File: config.mk
export PLATFORM = sky130hd
export DESIGN_NAME = grw_cell
export DESIGN_NICKNAME = d
export VERILOG_FILES = /design/src/hw/rtl/grw_pkg.sv /design/src/hw/rtl/grw_cell.sv
export SDC_FILE = /design/constraint.sdc
export NUM_CORES = 1
export LEC_CHECK = 0
export BUFFER_PORTS_ARGS = -buffer_cell sky130_fd_sc_hd__buf_2
export CORE_UTILIZATION = 45
export DETAILED_ROUTE_END_ITERATION = 10
export HOLD_SLACK_MARGIN = 0.15
export PLACE_DENSITY = 0.85
export RECOVER_POWER = 100
export REMOVE_ABC_BUFFERS = 1
export SYNTH_ARGS = -nofsm -noshare
export SYNTH_HDL_FRONTEND = slang
export SYNTH_SLANG_ARGS = --single-unit
File: constraint.sdc
create_clock -name i_clk -period 2.3 [get_ports i_clk]
set_input_delay 0.23 -clock i_clk [delete_from_list [all_inputs] [get_ports i_clk]]
set_output_delay 0.23 -clock i_clk [all_outputs]
set_load 0.005 [all_outputs]
File: src/hw/rtl/grw_pkg.sv
// ----------------------------------------------------------------------------
// grw_pkg: shared types for the Givens rotation wavefront
// Transfer payload structures and the sequencer state encoding.
// ----------------------------------------------------------------------------
package grw_pkg;

    localparam int unsigned ElemWidth = 32;

    typedef struct packed {
        logic               action;
        logic [5:0]         coef_slot;
        logic signed [31:0] cos_value;
        logic signed [31:0] sin_value;
        logic [3:0]         col_index;
        logic signed [31:0] element_value;
        logic               last_row;
    } t_in;

    typedef struct packed {
        logic [3:0]         out_col;
        logic signed [31:0] out_value;
        logic               row_end;
        logic               block_end;
    } t_out;

    typedef enum logic [2:0] {
        S_IDLE,
        S_START,
        S_PASS,
        S_WAIT,
        S_EMIT
    } t_state;

    localparam logic ActLoad    = 1'b0;
    localparam logic ActElement = 1'b1;

endpackage

File: src/hw/rtl/grw_cell.sv
// ----------------------------------------------------------------------------
// grw_cell: one element of the row chain
// Holds one column value, takes its neighbour's value on a shift or a
// direct write when a row element is stored.
// ----------------------------------------------------------------------------
module grw_cell
    import grw_pkg::*;
(
    input  logic                        i_clk,
    input  logic                        i_shift,
    input  logic signed [ElemWidth-1:0] i_shift_data,
    input  logic                        i_wr,
    input  logic signed [ElemWidth-1:0] i_wr_data,
    output logic signed [ElemWidth-1:0] o_data
);

    logic signed [ElemWidth-1:0] r_value;

    always_ff @(posedge i_clk) begin
        if (i_shift) begin
            r_value <= i_shift_data;
        end else if (i_wr) begin
            r_value <= i_wr_data;
        end
    end

    assign o_data = r_value;

endmodule

==> load_flow_metrics.sql, run 1 <==
INSERT INTO impl_metrics (metric_group, metric, value, unit) VALUES
('floorplanning', 'floorplan.initialDensity', '48.2', '%'),
('clock_tree', 'clkSlewWorstSetupHoldPaths', '0.09', 'ns'),
('worst_setup_path', 'crit_type', 'in2reg', ''),
('global_routing', 'grt_first_pass_wirelength', '4220', 'um'),
('yosys', 'yosys.area_share.simple', '0.415', '%'),
('floorplanning', 'io_pins', '99', ''),
('yosys', 'synth.cell_area', '1510', 'um^2'),
('routing', 'drc_errors', '0', ''),
('cells_and_area', 'nets', '239', ''),
('routing', 'via_count', '970', ''),
('clock_tree', 'ctsResizeCount', '0', ''),
('yosys', 'ys_seq_area_share', '63.7', '%'),
('yosys', 'post_synth_fa_ha_maj_area_fraction', '0', '%'),
('global_routing', 'grt_pass1_vias', '953', ''),
('sta', 'shortest_period_the_worst_path_allows', '1.39', 'ns'),
('run', 'max_cap_viol_count', '0', ''),
('sta', 'setup_slack', '0.909', 'ns'),
('power', 'power.leakage', '0.000832', 'uW'),
('sta', 'finalMaxSlewViolations', '0', ''),
('sta', 'setup_repair_after_global_routing_missed_its_margin', 'no', ''),
('yosys', 'yosys_register_bits', '32', ''),
('cells_and_area', 'final.fill_count', '280', ''),
('yosys', 'synth_top_family_by_area', 'multiplexers', ''),
('floorplanning', 'die_y', '59.9', 'um'),
('yosys', 'synth-compound-area-share', '0', '%'),
('place', 'portBuffers', '98', ''),
('yosys', 'post_synthesis_share_of_cell_area_spent_on_xor_and_xnor_gates', '0', '%'),
('cells_and_area', 'postLayoutCellArea', '1930', 'um^2'),
('clock_tree', 'cts_tree', 'yes', ''),
('sta', 'max_slew.worst_pin.slew', '0.800', 'ns'),
('worst_setup_path', 'worst_setup_path_end_kind', 'flip-flop', ''),
('outcome', 'status', 'complete, no violations', ''),
('min_path', 'whs_path_depth', '2', ''),
('yosys', 'synth_mux_area_share', '31.1', '%'),
('sta', 'setup_violations', '0', ''),
('place', 'placed_area', '2010', 'um^2'),
('worst_setup_path', 'worstPathArrival', '1.37', 'ns'),
('worst_setup_path', 'cp-start-kind', 'primary input', ''),
('cells_and_area', 'layout.area.seq', '961', 'um^2'),
('yosys', 'postSynthCellCount', '69', ''),
('min_path', 'hp-class', 'in2reg', ''),
('sta', 'relative_slew_slack', '46.6', '%'),
('clock_tree', 'clock_h_tree_levels', '2', ''),
('floorplanning', 'die_x', '59.9', 'um'),
('place', 'numPlacedInstances', '209', ''),
('cells_and_area', 'syn_to_final_growth', '27.8', '%'),
('power', 'power.density_cell_area', '619', 'nW/um^2'),
('floorplanning', 'die_area', '3590', 'um^2'),
('yosys', 'yosys_warnings', '0', ''),
('cells_and_area', 'layout.cells.non_filler', '216', ''),
('cells_and_area', 'largest_register_ffs', '32', ''),
('worst_setup_path', 'cp_max_fo', '32', ''),
('sta', 'fin_setup_tns', '0', 'ns'),
('global_routing', 'grt_antenna_before_repair', '0', ''),
('sta', 'final.period_utilization', '60.5', '%'),
('power', 'ir_drop', '0.260', 'mV'),
('sta', 'fmax', '719', 'MHz'),
('cells_and_area', 'multiInputGateArea', '374', 'um^2'),
('clock_tree', 'tritoncts.num_buffers', '5', ''),
('routing', 'remaining_antenna_violation_count_after_routing', '0', ''),
('place', 'dp_slack', '0.799', 'ns'),
('routing', 'drt-pass1-iter-count', '4', ''),
('routing', 'routed_via_density', '4.49', ''),
('cells_and_area', 'insertedDiodeCount', '0', ''),
('routing', 'wl_per_cell', '13.2', 'um'),
('sta', 'finalHoldViolCount', '0', ''),
('routing', 'first_iter_violations', '20', ''),
('clock_tree', 'hold_buffers', '0', ''),
('clock_tree', 'clk_root_buffer_cell', 'sky130_fd_sc_hd__clkbuf_4', ''),
('routing', 'route.final.wire_length', '2850', 'um'),
('global_routing', 'grt_start_max_net_pins', '33', ''),
('global_routing', 'gr-total-overflow', '0', ''),
('cells_and_area', 'post_route_cells_drive_above_1_share', '51.7', '%'),
('clock_tree', 'max-clock-path-buffers', '2', ''),
('worst_setup_path', 'worst_ep_required_time', '2.28', 'ns'),
('clock_tree', 'postCtsSetupRepairBufs', '0', ''),
('global_routing', 'groute.usage.overall', '17.2', '%'),
('yosys', 'avgSynthCellArea', '21.9', 'um^2'),
('floorplanning', 'core_area', '3130', 'um^2'),
('place', 'globalplace.congestion', '0.737', ''),
('clock_tree', 'clock_sinks', '32', ''),
('yosys', 'yosys.cell_types.count', '6', ''),
('floorplanning', 'placement_rows', '20', '');
[Yosys cell counts]
library cell / n / area, um^2
sky130_fd_sc_hd__edfxtp_1: 32 / 961
sky130_fd_sc_hd__mux2_4: 29 / 435
sky130_fd_sc_hd__buf_12: 3 / 60.1
sky130_fd_sc_hd__mux2_2: 3 / 33.8
sky130_fd_sc_hd__buf_6: 1 / 11.3
sky130_fd_sc_hd__or2_1: 1 / 6.26
[final timing paths]
kind | slack, ns | end | startpoint
hold / removal | 0.19 | o_data[0]$_DFFE_PP_ | i_wr_data[0]
setup / recovery | 0.91 | o_data[24]$_DFFE_PP_ | i_shift
[stage by stage]
stage	power [uW]	hold WS, ns	utilization, %
4_1_cts	1260	0.182	65.7
5_1_grt	1260	0.172	61.6
2_1_floorplan	833	0.447	-
3_5_place_dp	975	0.534	64.2
3_3_place_gp	967	0.533	64.2
6_report	1190	0.186	61.6
[layout by cell type, fill, tap and decap left out]
cell type                   n
sky130_fd_sc_hd__buf_2     76
sky130_fd_sc_hd__edfxtp_1  32
sky130_fd_sc_hd__mux2_1    27
sky130_fd_sc_hd__clkbuf_1  21
sky130_fd_sc_hd__clkbuf_4   5
sky130_fd_sc_hd__mux2_2     3
sky130_fd_sc_hd__mux2_4     2
sky130_fd_sc_hd__buf_1      2
sky130_fd_sc_hd__or2_1      1
sky130_fd_sc_hd__clkinv_2   1
sky130_fd_sc_hd__buf_4      1
sky130_fd_sc_hd__buf_12     1
[final cells by class]
type | instances | share of cell area [%]
Clock buffer | 6 | 2.14
Clock inverter | 1 | 0.260
Sequential cell | 32 | 49.9
Timing Repair Buffer | 100 | 25.5
Tap cell | 44 | 2.86
Multi-Input combinational cell | 33 | 19.4
[kinds of logic after synthesis]
| logic type | count (synthesis) |
|---|---|
| flip-flops | 32 |
| buffers and inverters | 4 |
| multiplexers | 32 |
| AND/OR/NAND/NOR | 1 |
[critical path: stages]
cell and delay [ns]:
sky130_fd_sc_hd__clkbuf_1 0.59, sky130_fd_sc_hd__or2_1 0.19, sky130_fd_sc_hd__buf_4 0.35
[power breakdown]
| group | total (uW) | internal (uW) | switching, uW |
|---|---|---|---|
| clock | 280 | 112 | 168 |
| combinational | 183 | 104 | 79.0 |
| sequential | 730 | 715 | 15.1 |
[per-layer routing]
| layer | GRT usage (%) | routed length, um |
|---|---|---|
| met2 | 30.6 | 1450 |
| met4 | 10.3 | 63 |
| met1 | 15.9 | 1050 |
| met5 | 0 | 0 |
| met3 | 7.58 | 284 |
Power figures use the tool's default switching activity.
==> run 2, diff against run 1 <==
Settings changed: CORE_UTILIZATION 45 to 41, PLACE_DENSITY 0.85 to 0.78.
Clock period 2.3 ns to 1.3 ns, I/O delays scaled along.
==> run 2 against run 1 <==
Against the previous run:
- largest power group unchanged
- critical path depth is the same
- total power grew 110%
- worst setup slack got worse by 0.66 ns
- non-clock buffer count rose by 7
- final cell count grew 4.6%
- final area increased by 6.4%
- critical path type unchanged
- utilization decreased by 2.1 points
- largest cell class unchanged
==> load_flow_metrics.sql, run 2 (synthesized netlist as in run 1, its figures left out) <==
INSERT INTO impl_metrics (metric_group, metric, value, unit) VALUES
('outcome', 'status', 'complete, no violations', ''),
('worst_setup_path', 'crit_path_max_incr_delay', '0.54', 'ns'),
('place', 'portBuffers', '98', ''),
('cells_and_area', 'postLayoutCellArea', '2050', 'um^2'),
('routing', 'drc_errors', '0', ''),
('global_routing', 'grt.met2_usage', '27.2', '%'),
('sta', 'shortest_period_the_worst_path_allows', '1.05', 'ns'),
('worst_setup_path', 'worstPathArrival', '1.08', 'ns'),
('clock_tree', 'tritoncts.num_buffers', '5', ''),
('global_routing', 'grt_start_max_net_pins', '33', ''),
('worst_setup_path', 'critical-path-top-delay-family', 'buffers and inverters', ''),
('sta', 'fmax', '951', 'MHz'),
('cells_and_area', 'layout.cells.most_common', 'sky130_fd_sc_hd__buf_2', ''),
('cells_and_area', 'post_route_cells_drive_above_1_share', '55.6', '%'),
('floorplanning', 'die_area', '3920', 'um^2'),
('cells_and_area', 'insertedDiodeCount', '0', ''),
('worst_setup_path', 'crit_slowest_cell', 'sky130_fd_sc_hd__dlygate4sd3_1', ''),
('sta', 'finalHoldViolCount', '0', ''),
('cells_and_area', 'multiInputGateArea', '374', 'um^2'),
('floorplanning', 'die_x', '62.6', 'um'),
('place', 'placed_area', '2030', 'um^2'),
('routing', 'drt-pass1-iter-count', '2', ''),
('floorplanning', 'io_pins', '99', ''),
('cells_and_area', 'layout.cells.non_filler', '226', ''),
('sta', 'setup_repair_after_global_routing_missed_its_margin', 'no', ''),
('worst_setup_path', 'crit_path_cell_trace', 'dlygate4sd3_1 > buf_2 > mux2_1', ''),
('worst_setup_path', 'total_buffers_and_inverters_traversed_by_the_critical_path', '2', ''),
('cells_and_area', 'layout.area.seq', '961', 'um^2'),
('cells_and_area', 'nets', '246', ''),
('cells_and_area', 'most-common-layout-cells', 'sky130_fd_sc_hd__buf_2, sky130_fd_sc_hd__edfxtp_1, sky130_fd_sc_hd__mux2_1, sky130_fd_sc_hd__clkbuf_1, sky130_fd_sc_hd__dlygate4sd3_1', ''),
('sta', 'setup_violations', '0', ''),
('routing', 'first_iter_violations', '20', ''),
('sta', 'final.period_utilization', '80.9', '%'),
('place', 'globalplace.congestion', '0.639', ''),
('worst_setup_path', 'cp_max_fo', '1', ''),
('worst_setup_path', 'worst_setup_path_end_kind', 'flip-flop', ''),
('cells_and_area', 'largest_register_ffs', '32', ''),
('clock_tree', 'clkSlewWorstSetupHoldPaths', '0.06', 'ns'),
('global_routing', 'busiest_layer', 'met2', ''),
('cells_and_area', 'final.fill_count', '310', ''),
('power', 'ir_drop', '0.737', 'mV'),
('routing', 'remaining_antenna_violation_count_after_routing', '0', ''),
('worst_setup_path', 'cp-start-kind', 'primary input', ''),
('power', 'power.leakage', '0.000907', 'uW'),
('sta', 'relative_slew_slack', '49.4', '%'),
('floorplanning', 'floorplan.initialDensity', '43.8', '%'),
('clock_tree', 'clock_sinks', '32', ''),
('global_routing', 'groute.usage.overall', '15.3', '%'),
('global_routing', 'grt.met1_usage', '16.1', '%'),
('run', 'max_cap_viol_count', '0', ''),
('global_routing', 'grt_util_met3', '4.20', '%'),
('sta', 'hold_slack', '0.138', 'ns'),
('clock_tree', 'max-clock-path-buffers', '2', ''),
('worst_setup_path', 'worst_ep_required_time', '1.32', 'ns'),
('routing', 'route.final.wire_length', '3010', 'um'),
('floorplanning', 'die_y', '62.6', 'um'),
('worst_setup_path', 'crit_type', 'in2reg', ''),
('routing', 'routed_via_density', '4.57', ''),
('sta', 'max_slew.worst_pin.slew', '0.759', 'ns'),
('power', 'power.density_cell_area', '1240', 'nW/um^2'),
('sta', 'setup_slack', '0.248', 'ns'),
('routing', 'wl_per_cell', '13.3', 'um'),
('min_path', 'hp-class', 'in2reg', ''),
('clock_tree', 'clk_root_buffer_cell', 'sky130_fd_sc_hd__clkbuf_8', ''),
('clock_tree', 'clock_h_tree_levels', '2', ''),
('place', 'dp_slack', '0.195', 'ns'),
('place', 'numPlacedInstances', '212', ''),
('global_routing', 'gr-total-overflow', '0', ''),
('sta', 'fin_setup_tns', '0', 'ns'),
('floorplanning', 'core_area', '3440', 'um^2'),
('clock_tree', 'cts_tree', 'yes', ''),
('floorplanning', 'placement_rows', '21', ''),
('global_routing', 'grt_first_pass_wirelength', '4550', 'um'),
('cells_and_area', 'syn_to_final_growth', '35.9', '%'),
('global_routing', 'grt_antenna_before_repair', '0', ''),
('routing', 'via_count', '1032', ''),
('global_routing', 'grt_pass1_vias', '1005', ''),
('sta', 'finalMaxSlewViolations', '0', '');
-- run 2: worst paths after layout --
kind | from | endpoint | slack (ns) | cells past startpoint
min | i_wr_data[15] | o_data[15]$_DFFE_PP_ | 0.14 | 2
max | i_shift_data[12] | o_data[12]$_DFFE_PP_ | 0.25 | 3
-- run 2: per-stage QoR --
step	power, uW	utilization, %
after floorplan	1470	-
after global placement	1720	59.0
after detailed placement	1740	59.0
after CTS	2640	63.0
after global routing	2640	59.5
final	2540	59.5
-- run 2: what timing repair did --
item | 4_1_cts | 5_1_grt
buffers inserted | 0 | 0
resized for setup | 0 | 0
hold endpoints to repair | 2 | 3
hold buffers | 3 | 3
-- run 2: layer usage --
layer | share of wire, % | vias to the layer above
met5 | 0 | -
met4 | 1.5 | 0
met3 | 7.5 | 5
met2 | 50 | 64
met1 | 41 | 477
li1 | - | 486
-- run 2: final cells by class --
type,instances,area share (%)
Sequential cell,32,46.9
Timing Repair Buffer,107,26.8
Multi-Input combinational cell,33,18.3
Clock buffer,6,3.54
Tap cell,46,2.81
Clock inverter,2,1.71
-- run 2: power by group --
part / switching (uW) / leakage, uW / internal (uW)
Combinational: 144 / 0.000526 / 198
Sequential: 29.7 / 0.000326 / 1270
Clock: 333 / 0.0000552 / 568
Total: 506 / 0.000907 / 2030
